[src/design/asre_pkg.sv]
`default_nettype none

package asre_pkg;

  localparam int unsigned SampleW = 10;
  localparam int unsigned NeutralW = 9;
  localparam int unsigned FullW = 9;
  localparam int unsigned DelayW = 8;
  localparam int unsigned CfgDataW = 9;
  localparam int unsigned CfgIdxW = 2;
  localparam int unsigned ModeW = 3;
  localparam int unsigned EventW = 3;
  localparam int unsigned PosW = 12;

  localparam logic signed [PosW-1:0] Center = 12'sd512;
  localparam logic signed [PosW-1:0] Margin = 12'sd50;

  localparam logic [NeutralW-1:0] NeutralReset = 9'd100;
  localparam logic [FullW-1:0] FullReset = 9'd350;
  localparam logic [DelayW-1:0] DelayReset = 8'd4;
  localparam logic [DelayW-1:0] DelayMax = 8'd255;

  typedef enum logic [CfgIdxW-1:0] {
    REG_NEUTRAL = 2'd0,
    REG_FULL = 2'd1,
    REG_DELAY = 2'd2
  } reg_idx_t;

  typedef enum logic [7:0] {
    ST_INIT = 8'b0000_0001,
    ST_WAIT = 8'b0000_0010,
    ST_TINC = 8'b0000_0100,
    ST_INC = 8'b0000_1000,
    ST_OK = 8'b0001_0000,
    ST_TDEC = 8'b0010_0000,
    ST_DEC = 8'b0100_0000,
    ST_CANCEL = 8'b1000_0000
  } state_t;

  typedef enum logic [ModeW-1:0] {
    MODE_INIT = 3'd0,
    MODE_WAIT = 3'd1,
    MODE_TINC = 3'd2,
    MODE_INC = 3'd3,
    MODE_OK = 3'd4,
    MODE_TDEC = 3'd5,
    MODE_DEC = 3'd6,
    MODE_CANCEL = 3'd7
  } mode_t;

  typedef enum logic [EventW-1:0] {
    EV_NONE = 3'd0,
    EV_INC = 3'd1,
    EV_DEC = 3'd2,
    EV_OK = 3'd3,
    EV_CANCEL = 3'd4
  } event_t;

  function automatic mode_t mode_code(input state_t s);
    mode_t m;
    m = MODE_INIT;
    unique case (s)
      ST_INIT: m = MODE_INIT;
      ST_WAIT: m = MODE_WAIT;
      ST_TINC: m = MODE_TINC;
      ST_INC: m = MODE_INC;
      ST_OK: m = MODE_OK;
      ST_TDEC: m = MODE_TDEC;
      ST_DEC: m = MODE_DEC;
      ST_CANCEL: m = MODE_CANCEL;
      default: m = MODE_INIT;
    endcase
    return m;
  endfunction

endpackage

`default_nettype wire

[src/design/analog_stick_repeat_events.sv]
// channel  direction  handshake             payload
// in_      input      in_valid / in_ready   in_func, in_sample
// out_     output     out_valid / out_ready out_mode, out_event_res
// cfg_     input      cfg_we                cfg_index, cfg_data
//
// One transaction per cycle unless the output stalls; its result appears in the output register in the next cycle.
// Throughput is set by the single output register: outside reset in_ready is high whenever
// it is empty or being drained in the same cycle.
// A stalled output holds its result and holds off the input side.
// Reset (rst_n low at a clock edge) restores init mode, a zero delay count and the
// register defaults; no clearing pass follows.
`default_nettype none

module analog_stick_repeat_events #(
  parameter int unsigned NEUTRAL_RESET = asre_pkg::NeutralReset,
  parameter int unsigned FULL_RESET = asre_pkg::FullReset,
  parameter int unsigned DELAY_RESET = asre_pkg::DelayReset
) (
  input  wire logic                           clk,
  input  wire logic                           rst_n,
  input  wire logic                           in_valid,
  output logic                                in_ready,
  input  wire logic                           in_func,
  input  wire logic [asre_pkg::SampleW-1:0]   in_sample,
  output logic                                out_valid,
  input  wire logic                           out_ready,
  output logic [asre_pkg::ModeW-1:0]          out_mode,
  output logic [asre_pkg::EventW-1:0]         out_event_res,
  input  wire logic                           cfg_we,
  input  wire logic [asre_pkg::CfgIdxW-1:0]   cfg_index,
  input  wire logic [asre_pkg::CfgDataW-1:0]  cfg_data
);

  logic [asre_pkg::NeutralW-1:0] neutral_r;
  logic [asre_pkg::FullW-1:0] full_r;
  logic [asre_pkg::DelayW-1:0] delay_r;
  asre_pkg::state_t state_r, state_nxt;
  logic [asre_pkg::DelayW-1:0] dcount_r, dcount_nxt;
  asre_pkg::event_t ev_nxt;
  logic out_valid_r;
  logic [asre_pkg::ModeW-1:0] out_mode_r;
  logic [asre_pkg::EventW-1:0] out_event_r;
  logic in_fire;

  logic signed [asre_pkg::PosW-1:0] pos;
  logic signed [asre_pkg::PosW-1:0] nt_s, neg_nt, enter_s, neg_enter, full_s, neg_full;
  logic elapsed;

  assign in_ready = rst_n && (!out_valid_r || out_ready);
  assign in_fire = in_valid && in_ready;
  assign out_valid = out_valid_r;
  assign out_mode = out_mode_r;
  assign out_event_res = out_event_r;

  always_ff @(posedge clk) begin
    if (!rst_n) begin
      neutral_r <= asre_pkg::NeutralW'(NEUTRAL_RESET);
      full_r <= asre_pkg::FullW'(FULL_RESET);
      delay_r <= asre_pkg::DelayW'(DELAY_RESET);
    end else if (cfg_we) begin
      unique case (cfg_index)
        asre_pkg::REG_NEUTRAL: neutral_r <= cfg_data[asre_pkg::NeutralW-1:0];
        asre_pkg::REG_FULL: full_r <= cfg_data[asre_pkg::FullW-1:0];
        asre_pkg::REG_DELAY: delay_r <= cfg_data[asre_pkg::DelayW-1:0];
        default: ;
      endcase
    end
  end

  assign pos = $signed({2'b00, in_sample}) - asre_pkg::Center;
  assign nt_s = $signed({3'b000, neutral_r});
  assign neg_nt = -nt_s;
  assign enter_s = nt_s + asre_pkg::Margin;
  assign neg_enter = -enter_s;
  assign full_s = $signed({3'b000, full_r}) + asre_pkg::Margin;
  assign neg_full = -full_s;
  assign elapsed = dcount_r >= delay_r;

  always_comb begin
    state_nxt = state_r;
    dcount_nxt = dcount_r;
    ev_nxt = asre_pkg::EV_NONE;
    if (in_func) begin
      if (dcount_r != asre_pkg::DelayMax) begin
        dcount_nxt = dcount_r + 1'b1;
      end
    end else begin
      unique case (state_r)
        asre_pkg::ST_INIT: begin
          if (pos > neg_nt && pos < nt_s) begin
            state_nxt = asre_pkg::ST_WAIT;
          end
        end
        asre_pkg::ST_WAIT: begin
          if (pos >= enter_s) begin
            state_nxt = asre_pkg::ST_TINC;
            dcount_nxt = '0;
          end else if (pos <= neg_enter) begin
            state_nxt = asre_pkg::ST_TDEC;
            dcount_nxt = '0;
          end
        end
        asre_pkg::ST_TINC: begin
          if (pos < nt_s) begin
            state_nxt = asre_pkg::ST_WAIT;
            ev_nxt = asre_pkg::EV_INC;
          end else if (elapsed) begin
            state_nxt = asre_pkg::ST_INC;
            dcount_nxt = '0;
            ev_nxt = asre_pkg::EV_INC;
          end else if (pos >= full_s) begin
            state_nxt = asre_pkg::ST_OK;
            ev_nxt = asre_pkg::EV_OK;
          end
        end
        asre_pkg::ST_INC: begin
          if (pos < nt_s) begin
            state_nxt = asre_pkg::ST_WAIT;
          end else if (elapsed) begin
            dcount_nxt = '0;
            ev_nxt = asre_pkg::EV_INC;
          end
        end
        asre_pkg::ST_OK: begin
          if (pos < nt_s) begin
            state_nxt = asre_pkg::ST_WAIT;
          end
        end
        asre_pkg::ST_TDEC: begin
          if (pos > neg_nt) begin
            state_nxt = asre_pkg::ST_WAIT;
            ev_nxt = asre_pkg::EV_DEC;
          end else if (elapsed) begin
            state_nxt = asre_pkg::ST_DEC;
            dcount_nxt = '0;
            ev_nxt = asre_pkg::EV_DEC;
          end else if (pos <= neg_full) begin
            state_nxt = asre_pkg::ST_CANCEL;
            ev_nxt = asre_pkg::EV_CANCEL;
          end
        end
        asre_pkg::ST_DEC: begin
          if (pos > neg_nt) begin
            state_nxt = asre_pkg::ST_WAIT;
          end else if (elapsed) begin
            dcount_nxt = '0;
            ev_nxt = asre_pkg::EV_DEC;
          end
        end
        asre_pkg::ST_CANCEL: begin
          if (pos > neg_nt) begin
            state_nxt = asre_pkg::ST_WAIT;
          end
        end
        default: state_nxt = asre_pkg::ST_INIT;
      endcase
    end
  end

  always_ff @(posedge clk) begin
    if (!rst_n) begin
      state_r <= asre_pkg::ST_INIT;
      dcount_r <= '0;
      out_valid_r <= 1'b0;
    end else begin
      if (in_fire) begin
        state_r <= state_nxt;
        dcount_r <= dcount_nxt;
        out_valid_r <= 1'b1;
      end else if (out_ready) begin
        out_valid_r <= 1'b0;
      end
    end
  end

  always_ff @(posedge clk) begin
    if (in_fire) begin
      out_mode_r <= asre_pkg::mode_code(state_nxt);
      out_event_r <= ev_nxt;
    end
  end

  a_state_onehot: assert property (@(posedge clk) disable iff (!rst_n)
    $onehot(state_r))
    else $error("stick state lost its one-hot code");

  a_tick_holds_state: assert property (@(posedge clk) disable iff (!rst_n)
    (in_fire && in_func) |=> ($stable(state_r) && out_event_r == asre_pkg::EV_NONE))
    else $error("tick changed the mode or raised an event");

  a_delay_saturates: assert property (@(posedge clk) disable iff (!rst_n)
    (in_fire && in_func && dcount_r == asre_pkg::DelayMax) |=>
      dcount_r == asre_pkg::DelayMax)
    else $error("delay count wrapped");

  a_ok_mode: assert property (@(posedge clk) disable iff (!rst_n)
    (out_valid_r && out_event_r == asre_pkg::EV_OK) |-> out_mode_r == asre_pkg::MODE_OK)
    else $error("ok event outside ok mode");

  a_cancel_mode: assert property (@(posedge clk) disable iff (!rst_n)
    (out_valid_r && out_event_r == asre_pkg::EV_CANCEL) |->
      out_mode_r == asre_pkg::MODE_CANCEL)
    else $error("cancel event outside cancel mode");

  a_out_mirrors_state: assert property (@(posedge clk) disable iff (!rst_n)
    $past(in_fire) |-> out_mode_r == asre_pkg::mode_code(state_r))
    else $error("result mode differs from stick state");

endmodule

`default_nettype wire

[config.mk]
export PLATFORM = sky130hd
export DESIGN_NAME = analog_stick_repeat_events
export DESIGN_NICKNAME = d
export VERILOG_FILES = /design/src/design/asre_pkg.sv /design/src/design/analog_stick_repeat_events.sv
export SDC_FILE = /design/constraint.sdc
export NUM_CORES = 1
export LEC_CHECK = 0
export BUFFER_PORTS_ARGS = -buffer_cell sky130_fd_sc_hd__buf_4
export CAP_MARGIN = 15
export CORE_MARGIN = 3
export CORE_UTILIZATION = 60
export DETAILED_ROUTE_END_ITERATION = 8
export GPL_ROUTABILITY_DRIVEN = 1
export HOLD_SLACK_MARGIN = 0.05
export PLACE_DENSITY_LB_ADDON = 0.15
export RECOVER_POWER = 100
export SYNTH_ARGS = -nofsm -noshare
export SYNTH_HDL_FRONTEND = slang
export SYNTH_SLANG_ARGS = --single-unit
export TNS_END_PERCENT = 30
[constraint.sdc]
create_clock -name clk -period 8.7 [get_ports clk]
set_clock_uncertainty 0.2 [all_clocks]
set_input_delay 0.87 -clock clk [delete_from_list [all_inputs] [get_ports clk]]
set_output_delay 0.87 -clock clk [all_outputs]
set_load 0.005 [all_outputs]
# Word level (Yosys, flattened, before mapping)
# Index checks and enable logic that the tools add are counted.
# totals
word_cells,95
ff_bits,49
out_inout_bits,8
in_bits,27
# classes
eq_ne,22
addsub,7
n_reduce_logical,16
n_mux,35
n_lt_le_gt_ge,7
# ops
cell,n
2-to-1 mux 8 bit,19
one-hot mux 8 bit (6 select lines),1
<= comparator 11 x 12 -> 1 bit,2
negation 10 -> 12 bit,2
one-hot mux 8 bit (3 select lines),1
>= comparator 11 bit,2
one-hot mux 3 bit (7 select lines),1
"adder 9 x 6 -> 10 bit, second input constant",2
"== test 8 x 2 -> 1 bit, second input constant",2
"== test 8 x 3 -> 1 bit, second input constant",2
"== test 8 x 4 -> 1 bit, second input constant",2
"== test 8 x 5 -> 1 bit, second input constant",2
"== test 8 x 6 -> 1 bit, second input constant",2
"== test 8 x 7 -> 1 bit, second input constant",2
"== test 8 bit, second input constant",2
> comparator 11 x 12 -> 1 bit,1
negation 9 -> 12 bit,1
one-hot mux 3 bit (4 select lines),1
< comparator 11 x 10 -> 1 bit,1
"subtractor 10 x 10 -> 11 bit, second input constant",1
2-to-1 mux 2 bit,5
2-to-1 mux 3 bit,3
"adder 8 x 1 -> 8 bit, second input constant",1
"== test 8 x 1 -> 1 bit, second input constant",1
17 further kinds,28

# Longest topological paths before layout
# Gate-level depths: netlist (run 1).
# depth
depth_word,10
ltp_mapped,18
depth_no_buf,18

# Worst setup path after synthesis (run 1)
# OpenSTA, ideal clock, no wires.
# synth_path
path_kind,reg-to-reg
startpoint,register full_r[1] (netlist bit)
endpoint,"register out_mode_r, in the netlist out_mode[2], data pin"
required_time_ps,8235
n_path_buf,0
setup_ps,265
period_less_slack_ps,4030
stages_incl_launch_ff,17
setup_slack_ps,4670
arrival_time_ps,3565
cell_sequence,dfxtp_1 -> ha_1 -> xnor2_1 -> nand3_1 -> nor3_1 -> nand3_1 -> xor2_1 -> ha_1 -> nand4_1 -> or2_2 -> a211oi_1 -> a211oi_2 -> a2111oi_1 -> a21o_1 -> nor4_1 -> o2111ai_1 -> o31ai_1
# synth_between
elab_chain_cells,10
elab_cells_between_ends,20
cone_classes,add/sub: 2; order compare: 2; eq/ne: 7; mux: 9
# synth_rtl
item,line_no,rtl
from (decl),analog_stick_repeat_events.sv:35,logic [asre_pkg::FullW-1:0] full_r;
from (signal assigned),analog_stick_repeat_events.sv:58,full_r <= asre_pkg::FullW'(FULL_RESET);
from (signal assigned),analog_stick_repeat_events.sv:63,asre_pkg::REG_FULL: full_r <= cfg_data[asre_pkg::FullW-1:0];
adder 9 x 6 -> 10 bit *,analog_stick_repeat_events.sv:75,"assign full_s = $signed({3'b000, full_r}) + asre_pkg::Margin;"
negation 10 -> 12 bit,analog_stick_repeat_events.sv:76,assign neg_full = -full_s;
<= comparator 11 x 12 -> 1 bit,analog_stick_repeat_events.sv:137,end else if (pos <= neg_full) begin
2-to-1 mux 8 bit,analog_stick_repeat_events.sv:137,
2-to-1 mux 8 bit,analog_stick_repeat_events.sv:133,end else if (elapsed) begin
2-to-1 mux 8 bit,analog_stick_repeat_events.sv:130,if (pos > neg_nt) begin
one-hot mux 8 bit (6 select lines) *,analog_stick_repeat_events.sv:88,unique case (state_r)
2-to-1 mux 8 bit *,analog_stick_repeat_events.sv:83,if (in_func) begin
== test 8 bit (tied with other cells),asre_pkg.sv:62,unique case (s)
one-hot mux 3 bit (7 select lines) *,asre_pkg.sv:62,
to (signal assigned),analog_stick_repeat_events.sv:178,out_mode_r <= asre_pkg::mode_code(state_nxt);
to (decl),analog_stick_repeat_events.sv:41,logic [asre_pkg::ModeW-1:0] out_mode_r;
# Every way passes the cells marked *; elsewhere a longest branch is shown, timed or not.
# A chain may end at the register's enable or synchronous reset.

# Worst setup path in the final report (run 1)
# layout_path
startpoint,register full_r[1] (netlist bit)
endpoint,"register out_mode_r, in the netlist out_mode[0], data pin"
# The elaborated chain is that of the path after synthesis.

==> results.yml, run 1 <==
power_and_ir_drop:
  p_leak_uw: 0.002308
  ir_worst_vdd_uv: 76.89
  p_per_area_mw_per_mm2: 111.8
cells_and_area:
  nets: 768
  diodes: 0
  fillers: 723
  most-common-layout-cells: "ha_1 (80), nand2_1 (73), nor2_1 (46), a21oi_1 (46), dfxtp_1 (43)"
  layout_commonest_cell: "ha_1"
  area_delta_synth_final_pct: 7.788
  fin_cells: 767
  drive_above_1_share_pct: 9.063
synth:
  ys_types: 72
  synth_area_leaders: "ha_1 (20%), dfxtp_1 (17%), nand2_1 (5.4%)"
  synth_area_mm2: 0.005109
  async_flop_share_pct: 0
  yosysTopAreaCell: "ha_1"
  ys_warn_count: 0
  ys_ff_latch: 49
  ys.flop_type: "dfxtp_1"
  yosys.area.top_type_share_pct: 19.59
  synth_area_per_cell_um2: 8.020
  syn_inst: 637
  synth-edff-count: 6
  yosysSeqAreaShare_pct: 20.38
drt:
  routed_wl_um: 12980
  vias: 4817
  drt-initial-drc-count: 283
  drc: 0
  ant_nets: 0
  wl_per_cell_um: 16.92
  drt-pass1-iter-count: 5
  via_per_inst: 6.280
worst_setup_path:
  required_ns: 8.56
  end_kind: "flop"
  cp.arrival_ns: 4.54
  cp_max_fo: 6
  path_class: "reg2reg"
  start_kind: "flop"
clocking:
  clock-root-buffer: "clkbuf_8"
  clk_latency_ns: 0.31
  clkSinkCount: 49
  clk_pin_slew_ns: 0.09
  ctsHoldBuffers: 0
  cts_post_setup_buffers_inserted: 0
  clk_path_buf_depth: 2
  cts_buffers: 5
  cts_resized: 0
  htree_levels: 2
  cts_tree: "yes"
placed_design:
  io_buffers: 34
  placedCellCount: 759
  dp_slack_ns: 4.253
  place.gp.congestion: 0.9837
  dpl.hpwl_um: 10410
timing:
  slew_headroom_pct: -44.37
  rsz0062_at_grt: "false"
  tightest_slew_ns: 2.161
  fmax_ghz: 0.2136
  setup-tns-final_ns: 0
  period_share_pct: 53.82
  setup_viol: 0
  worst_slack_ns: 4.017
  final.min_clock_period_ns: 4.683
  hold_viol: 0
  slew_violations: 59
floorplan:
  die_height_um: 98.28
  die_w_um: 98.28
  die_area_mm2: 0.009658
  num_io_pins: 35
  core.rowCount: 33
  coreArea_mm2: 0.008258
  initial_core_util_pct: 61.86
hold_path:
  hp-class: "reg2reg"
global_routing:
  overflow: 0
  grt_pass1_wl_um: 21480
  grt_start_max_net_pins: 40
  grt_pass1_vias: 4637
  antenna_found_initial: 0
  grt_use_total_pct: 26.91
status:
  status: "finished, violations left"
  violations: "max-capacitance violations, max-slew violations"
run:
  drv_cap: 2
-- area by class of cell --
type	instances	area [um^2]	area share, %
Inverter	33	123.9	2.249
Tap cell	105	131.4	2.386
Multi-Input combinational cell	538	3846	69.85
Sequential cell	49	1041	18.90
Timing Repair Buffer	34	247.7	4.499
Clock inverter	1	30.03	0.5453
Clock buffer	7	86.33	1.568
-- flip-flops by register name (all words and copies together) (netlist names) --
signal / flops
out_mode: 3
full_r: 9
state_r: 8
delay_r: 8
dcount_r: 8
neutral_r: 9
out_event_res: 3
out_valid: 1
-- synthesized netlist by cell type, types with 8 or more instances --
master,instances
o21ai_0,16
mux2i_1,9
nand2b_1,9
nor2_1,46
and2_1,9
nor4_1,11
dfxtp_1,43
nand4_1,18
nor3b_1,8
xnor2_1,31
nor3_1,8
nor2b_1,22
clkbuf_1,15
inv_1,33
nand3_1,28
xor2_1,13
a21oi_1,45
nand2_1,73
ha_1,80
-- routing by layer --
metal / routed length, um / vias to the layer above / track usage (%)
met5: 0 / - / 0
met1: 5939 / 2254 / 35.59
met2: 5967 / 166 / 45.86
met4: 380 / 0 / 8.824
met3: 687 / 33 / 2.929
li1: - / 2364 / -
-- final timing paths --
kind,startpoint,cells past startpoint,to,slack (ns)
max reg2reg,full_r[1]$_SDFFE_PN1P_,16,out_mode[0]$_DFFE_PP_,4.02
max,full_r[1]$_SDFFE_PN1P_,16,out_mode[0]$_DFFE_PP_,4.02
min reg2reg,full_r[8]$_SDFFE_PN1P_,2,full_r[8]$_SDFFE_PN1P_,0.31
min,full_r[8]$_SDFFE_PN1P_,2,full_r[8]$_SDFFE_PN1P_,0.31
-- worst max-delay path: stages, from the launching register on --
cell      delay (ns)
dfxtp_1         0.37
ha_1            0.24
xnor2_1         0.31
nand3_1         0.17
nor3_1          0.31
nand3_1         0.13
xor2_1          0.17
ha_1            0.28
nand4_1         0.11
or2_2           0.34
o22a_1          0.22
o2111a_1        0.15
o21ai_0         0.54
a21oi_1         0.22
nor2_1          0.32
mux2i_1         0.25
a211oi_2        0.09
-- power breakdown --
group,internal [uW],total (uW),switching (uW),leakage (uW)
combinational,81.2,197,116,0.00184
clock,93.9,173,79.6,0.0000585
sequential,236,245,9.03,0.000408
total,411,615,205,0.00231
-- kinds of logic after synthesis --
family	after synthesis	share of synthesized area (%)
simple gates	258	26.21
other cells	1	0.07340
compound gates	143	20.30
xor+xnor	44	7.543
flops	49	20.38
fa+ha+maj	80	19.59
buf+inv	53	4.139
mux	9	1.763
-- metrics by stage --
stage	area, um^2	total power (uW)	util [%]	hold WS, ns
floorplan	5120	387.2	-	0.2733
global placement	5424	436.7	65.68	0.2868
detailed placement	5424	444.6	65.68	0.2961
CTS	5540	617.2	67.09	0.3089
global route	5507	650.9	66.68	0.3382
finish	5507	615.4	66.68	0.3073
No activity file was read; power rests on OpenSTA's default activity.
==> run 2: changes to the inputs <==
==> constraint.sdc (replaced) <==
create_clock -name clk -period 4.5 [get_ports clk]
set_clock_uncertainty 0.2 [all_clocks]
set_input_delay 0.45 -clock clk [delete_from_list [all_inputs] [get_ports clk]]
set_output_delay 0.45 -clock clk [all_outputs]
set_load 0.005 [all_outputs]
==> run 2 against run 1 <==
Compared with the run above: the flow still finishes with violations (max-capacitance violations, max-slew violations); register-to-register slack got worse by 3.8 ns; flip-flop and latch count unchanged; combinational power increased by 100%; critical path type unchanged; largest power group unchanged.
==> results.yml, run 2 (synthesis gave the netlist of run 1 again) <==
power_and_ir_drop:
  switchingPower_uw: 399.9
  clock_power_share_pct: 23.4
  power.share.sequential_pct: 41.8
  comb_power_share_pct: 34.8
  p_int_uw: 732.0
  p_sw_share_pct: 35.33
  p_leak_uw: 0.002339
  p_per_area_mw_per_mm2: 202.2
  ir_worst_vdd_uv: 120.3
timing:
  setup-tns-final_ns: 0
  period_share_pct: 95.12
  slew_headroom_pct: -4.561
  setup_viol: 0
  tightest_slew_ns: 1.568
  final.min_clock_period_ns: 4.280
  hold_viol: 0
  rsz0062_at_grt: "true"
  slew_violations: 40
  fmax_ghz: 0.2336
floorplan:
  die_area_mm2: 0.009658
  core.rowCount: 33
  die_height_um: 98.28
  num_io_pins: 35
  die_w_um: 98.28
  initial_core_util_pct: 61.86
  coreArea_mm2: 0.008258
drt:
  vias: 4796
  drt-initial-drc-count: 274
  wl_per_cell_um: 17.03
  drc: 0
  drt-pass1-iter-count: 5
  via_per_inst: 6.196
  ant_nets: 0
  routed_wl_um: 13180
clocking:
  clkSinkCount: 49
  ctsHoldBuffers: 0
  cts_buffers: 5
  clk_pin_slew_ns: 0.09
  cts_tree: "yes"
  clock-root-buffer: "clkbuf_8"
  clk_path_buf_depth: 2
  htree_levels: 2
  clk_latency_ns: 0.30
worst_setup_path:
  required_ns: 4.35
  end_kind: "flop"
  crit_end: "out_mode[1]$_DFFE_PP_"
  path_class: "reg2reg"
  reg2reg_to: "out_mode[1]$_DFFE_PP_"
  cp_max_fo: 6
  worstReg2RegStart: "full_r[1]$_SDFFE_PN1P_"
  r2r_cells: 17
  cp.arrival_ns: 4.13
  start_kind: "flop"
  rrSetupSlack_ns: 0.22
  cp-startpoint: "full_r[1]$_SDFFE_PN1P_"
global_routing:
  grt_use_total_pct: 27.45
  grt_start_max_net_pins: 40
  grt_pass1_vias: 4525
  antenna_found_initial: 0
  overflow: 0
  grt_pass1_wl_um: 21800
hold_path:
  hp-class: "in2reg"
cells_and_area:
  nets: 775
  diodes: 0
  reg_top3: "full_r x9, neutral_r x9"
  most-common-layout-cells: "ha_1 (80), nand2_1 (73), nor2_1 (45)"
  area_delta_synth_final_pct: 9.576
  drive_above_1_share_pct: 11.66
  layout_commonest_cell: "ha_1"
  final_core_util_pct: 67.79
run:
  drv_cap: 1
placed_design:
  io_buffers: 34
  dpl.hpwl_um: 10400
  place.gp.congestion: 0.9145
status:
  status: "finished, violations left"
  violations: "max-capacitance violations, max-slew violations"
-- run 2: stage by stage --
step	std cells	setup WS [ns]	cell area (um^2)	power [uW]	hold WS [ns]
2_1_floorplan	640	0.4700	5120	748.6	0.2733
3_3_place_gp	765	0.2474	5469	850.8	0.2865
3_5_place_dp	765	0.04871	5469	865.7	0.3041
4_1_cts	773	0.02249	5553	1130	0.1772
5_1_grt	774	-0.1220	5598	1206	0.1854
6_report	774	0.2196	5598	1132	0.1785
-- run 2: timing repair --
action	CTS	global route
endpoints found under the setup margin	0	10
resized for setup	0	8
buffers inserted	0	0
-- run 2: power groups by stage --
stage	clock, uW	sequential [uW]	combinational, uW
after CTS	272	473	386
final	265	473	394
after global routing	287	476	443
after global placement	0	482	369
after floorplan	0	475	274
after detailed placement	0	483	383
-- run 2: worst min path at each step --
stage | cells after the start | slack [ns] | to | from
finish | 3 | 0.18 | full_r[6]$_SDFFE_PN1P_ | cfg_data[6]
global route | 3 | 0.19 | full_r[6]$_SDFFE_PN1P_ | cfg_data[6]
CTS | 3 | 0.18 | full_r[6]$_SDFFE_PN1P_ | cfg_data[6]
detailed placement | 2 | 0.30 | full_r[7]$_SDFFE_PN0P_ | full_r[7]$_SDFFE_PN0P_
global placement | 2 | 0.29 | out_valid$_SDFFE_PN0P_ | out_valid$_SDFFE_PN0P_
floorplan | 2 | 0.27 | full_r[8]$_SDFFE_PN1P_ | full_r[8]$_SDFFE_PN1P_
-- run 2: final cells by class --
cell class | count | area (um^2)
multi-input combinational | 538 | 3914
fill | 729 | 2660
sequential | 49 | 1041
timing repair buffer | 41 | 304.0
tap | 105 | 131.4
inverter | 33 | 123.9
clock buffer | 7 | 76.32
clock inverter | 1 | 7.507
-- run 2: metal layers --
layer	track usage, %	up-vias	part of all wire (%)
met1	38.01	2241	46
li1	-	2376	-
met2	45.81	160	47
met4	7.038	0	1.5
met5	0	-	0
met3	2.857	19	5.5
-- run 2: critical path: stages (launching register included) --
cell and delay, ns:
dfxtp_1 0.37, ha_1 0.24, a21oi_1 0.23, nand2b_1 0.12
nand2_1 0.12, xor2_2 0.23, nand3_1 0.13, xor2_1 0.16
ha_1 0.29, nand4_1 0.12, or2_2 0.35, o22a_1 0.24
o2111a_1 0.18, o21ai_0 0.20, clkbuf_1 0.24, a21o_1 0.27
mux2i_1 0.25, a211oi_2 0.09
==> run 3: changes to the inputs <==
--- a/config.mk
+++ b/config.mk
@@ -5,6 +5,7 @@
 export SDC_FILE = /design/constraint.sdc
 export NUM_CORES = 1
 export LEC_CHECK = 0
+export ABC_AREA = 1
 export BUFFER_PORTS_ARGS = -buffer_cell sky130_fd_sc_hd__buf_4
 export CAP_MARGIN = 15
 export CORE_MARGIN = 3
@@ -14,6 +15,7 @@
 export HOLD_SLACK_MARGIN = 0.05
 export PLACE_DENSITY_LB_ADDON = 0.15
 export RECOVER_POWER = 100
+export REMOVE_ABC_BUFFERS = 1
 export SYNTH_ARGS = -nofsm -noshare
 export SYNTH_HDL_FRONTEND = slang
 export SYNTH_SLANG_ARGS = --single-unit
==> run 3 against run 2 <==
Compared with the run above: the flow now finishes without violations; flip-flop and latch count did not move; synthesized area fell by 1.8%; count of clock-buffer cells in the layout did not move; register-to-register slack improved by 0.23 ns; worst setup slack improved by 0.23 ns; routed wire length fell by 7.9%; combinational power fell by 1%; cell count rose by 16%; global-route usage fell by 1.7 points.
==> results.yml, run 3 <==
global_routing:
  grt_pass1_wl_um: 20700
  antenna_found_initial: 0
  grt_use_total_pct: 25.72
  grt_pass1_vias: 4750
  overflow: 0
  grt_start_max_net_pins: 30
power_and_ir_drop:
  power_uw: 1147
  p_leak_uw: 0.002795
  p_per_area_mw_per_mm2: 210.6
  ir_worst_vdd_uv: 170.1
clocking:
  clk_path_buf_depth: 2
  clkSinkCount: 49
  cts_buffers: 5
  clock-root-buffer: "clkbuf_8"
  clk_pin_slew_ns: 0.10
  htree_levels: 2
  clk_latency_ns: 0.32
  cts_tree: "yes"
synth:
  ys_ff_latch: 49
  yosysMostFrequentCell: "nand2_1"
  yosys.area.top_type_share_pct: 19.96
  ys_types: 39
  yosysSeqAreaShare_pct: 20.76
  synth_common_cells: "nand2_1 (200), inv_1 (97), ha_1 (80), nor2_1 (69), a21oi_1 (54)"
  synth_area_mm2: 0.005015
  yosysTopAreaCell: "ha_1"
  synth_area_per_cell_um2: 6.598
  async_flop_share_pct: 0
  synth-edff-count: 6
  synth_area_leaders: "ha_1 (20%), dfxtp_1 (17%), nand2_1 (15%)"
  ys.flop_type: "dfxtp_1"
  syn_inst: 760
  ys_warn_count: 0
hold_path:
  hp-class: "in2reg"
  min_to: "out_valid$_SDFFE_PN0P_"
  min_path_cells: 3
  min_from: "in_valid"
worst_setup_path:
  slowest_delay_ns: 0.43
  cp_max_fo: 8
  path_buf_inv: 3
  crit_top_cell: "nand2_1"
  start_kind: "flop"
  worstReg2RegStart: "neutral_r[1]$_SDFFE_PN0P_"
  crit_path_cell_trace: "inv_1 > nor3_1 > inv_1 > nand2_1 > nand2_1 > nor3b_2 > nand3_1 > xor2_1 > ha_1 > nand2_1 > nor2_1 > nand2_1 > inv_1 > nand2_1 > nand4_1 > nand2_1 > nor2_1 > nand2_1 > o211ai_1 > o21ai_0 > nor3_1"
  required_ns: 4.54
  end_kind: "flop"
  cp.arrival_ns: 4.09
  slowest_stage: "dfxtp_1"
  cp_top_family: "simple AND/OR/NAND/NOR gates"
  path_class: "reg2reg"
  reg2reg_to: "dcount_r[2]$_SDFFE_PN0P_"
  r2r_cells: 21
  rrSetupSlack_ns: 0.45
status:
  status: "complete, no violations"
timing:
  setup_viol: 0
  worst_slack_ns: 0.4498
  slew_violations: 0
  tightest_slew_ns: 1.139
  period_share_pct: 90.01
  hold_viol: 0
  setup-tns-final_ns: 0
  rsz0062_at_grt: "false"
  slew_headroom_pct: 24.04
  fmax_ghz: 0.2469
  final.min_clock_period_ns: 4.050
floorplan:
  coreArea_mm2: 0.007928
  initial_core_util_pct: 63.26
  die_area_mm2: 0.009491
  core.rowCount: 32
  die_w_um: 97.42
  die_height_um: 97.42
  num_io_pins: 35
drt:
  ant_nets: 0
  vias: 4933
  wl_per_cell_um: 13.51
  routed_wl_um: 12130
  drt-pass1-iter-count: 5
  drc: 0
  drt-initial-drc-count: 261
  via_per_inst: 5.493
placed_design:
  io_buffers: 34
  place.gp.congestion: 0.9364
  placedCellCount: 890
  dpl.hpwl_um: 10010
  dp_slack_ns: 0.4483
cells_and_area:
  layout_commonest_cell: "nand2_1"
  area_delta_synth_final_pct: 8.608
  nets: 902
  final_core_util_pct: 68.70
  drive_above_1_share_pct: 7.789
  fin_cells: 898
  diodes: 0
  fillers: 700
  most-common-layout-cells: "nand2_1 (202), inv_1 (97), ha_1 (80)"
  reg_top3: "full_r x9, neutral_r x9"
run:
  drv_cap: 0
==> run 3: cell families (layout without fill, tap and decap cells) <==
logic type               Yosys count  after routing  share of synthesized area (%)
AND/OR/NAND/NOR                  375            375                          32.81
other                              1              4                        0.07478
adder cells (fa/ha/maj)           80             80                          19.96
buffers and inverters            115            148                          8.633
XOR/XNOR                          32             32                          5.589
AO/OA/AOI/OAI                    108            108                          12.18
flip-flops                        49             49                          20.76
==> run 3: metal layers <==
layer | track usage, % | part of all wire [%] | vias to the layer above
li1 | - | - | 2575
met1 | 33.71 | 46 | 2223
met2 | 44.02 | 47 | 109
met3 | 3.159 | 4.5 | 26
met4 | 7.881 | 2.1 | 0
met5 | 0 | 0 | -
==> run 3: repair_timing <==
action | in CTS | in global routing
endpoints found under the setup margin | 0 | 2
setup buffers | 0 | 0
resized for setup | 0 | 1
hold buffers | 0 | 0
==> run 3: per-stage QoR <==
step                hold slack, ns  cell area (um^2)
floorplan                   0.2347              4987
global placement            0.2561              5378
detailed placement          0.2541              5378
CTS                         0.1418              5472
global route                0.1696              5446
finish                      0.1413              5446
==> run 3: where the power goes <==
part           switching (uW)  internal (uW)
combinational             241            149
clock                     159            125
sequential               14.4            458
==> run 3: how the worst max path moves through the flow <==
stage,start,end,slack (ns),depth (start not counted)
global placement,neutral_r[1]$_SDFFE_PN0P_,out_mode[0]$_DFFE_PP_,0.56,27
global route,neutral_r[1]$_SDFFE_PN0P_,dcount_r[2]$_SDFFE_PN0P_,0.03,21
finish,neutral_r[1]$_SDFFE_PN0P_,dcount_r[2]$_SDFFE_PN0P_,0.45,21
CTS,neutral_r[1]$_SDFFE_PN0P_,out_mode[0]$_DFFE_PP_,0.44,26
detailed placement,neutral_r[1]$_SDFFE_PN0P_,out_mode[0]$_DFFE_PP_,0.45,26
floorplan,neutral_r[1]$_SDFFE_PN0P_,out_mode[0]$_DFFE_PP_,1.03,27
==> run 3: worst reg2reg max path, stage by stage, from the launching register on <==
cell and delay, ns:
dfxtp_1 0.43, inv_1 0.14, nor3_1 0.31, inv_1 0.11, nand2_1 0.07, nand2_1 0.12, nor3b_2 0.25, nand3_1 0.16
xor2_1 0.17, ha_1 0.31, nand2_1 0.08, nor2_1 0.13, nand2_1 0.08, inv_1 0.09, nand2_1 0.07, nand4_1 0.07
nand2_1 0.07, nor2_1 0.12, nand2_1 0.13, o211ai_1 0.37, o21ai_0 0.26, nor3_1 0.26
==> run 3: layout make-up <==
cell class                      instances  area, um^2  area share [%]
Multi-Input combinational cell        599        3531           64.83
Sequential cell                        49        1041           19.11
Inverter                              105       394.1           7.236
Timing Repair Buffer                   35       259.0           4.755
Tap cell                              102       127.6           2.343
Clock buffer                            7       86.33           1.585
Clock inverter                          1       7.507          0.1378
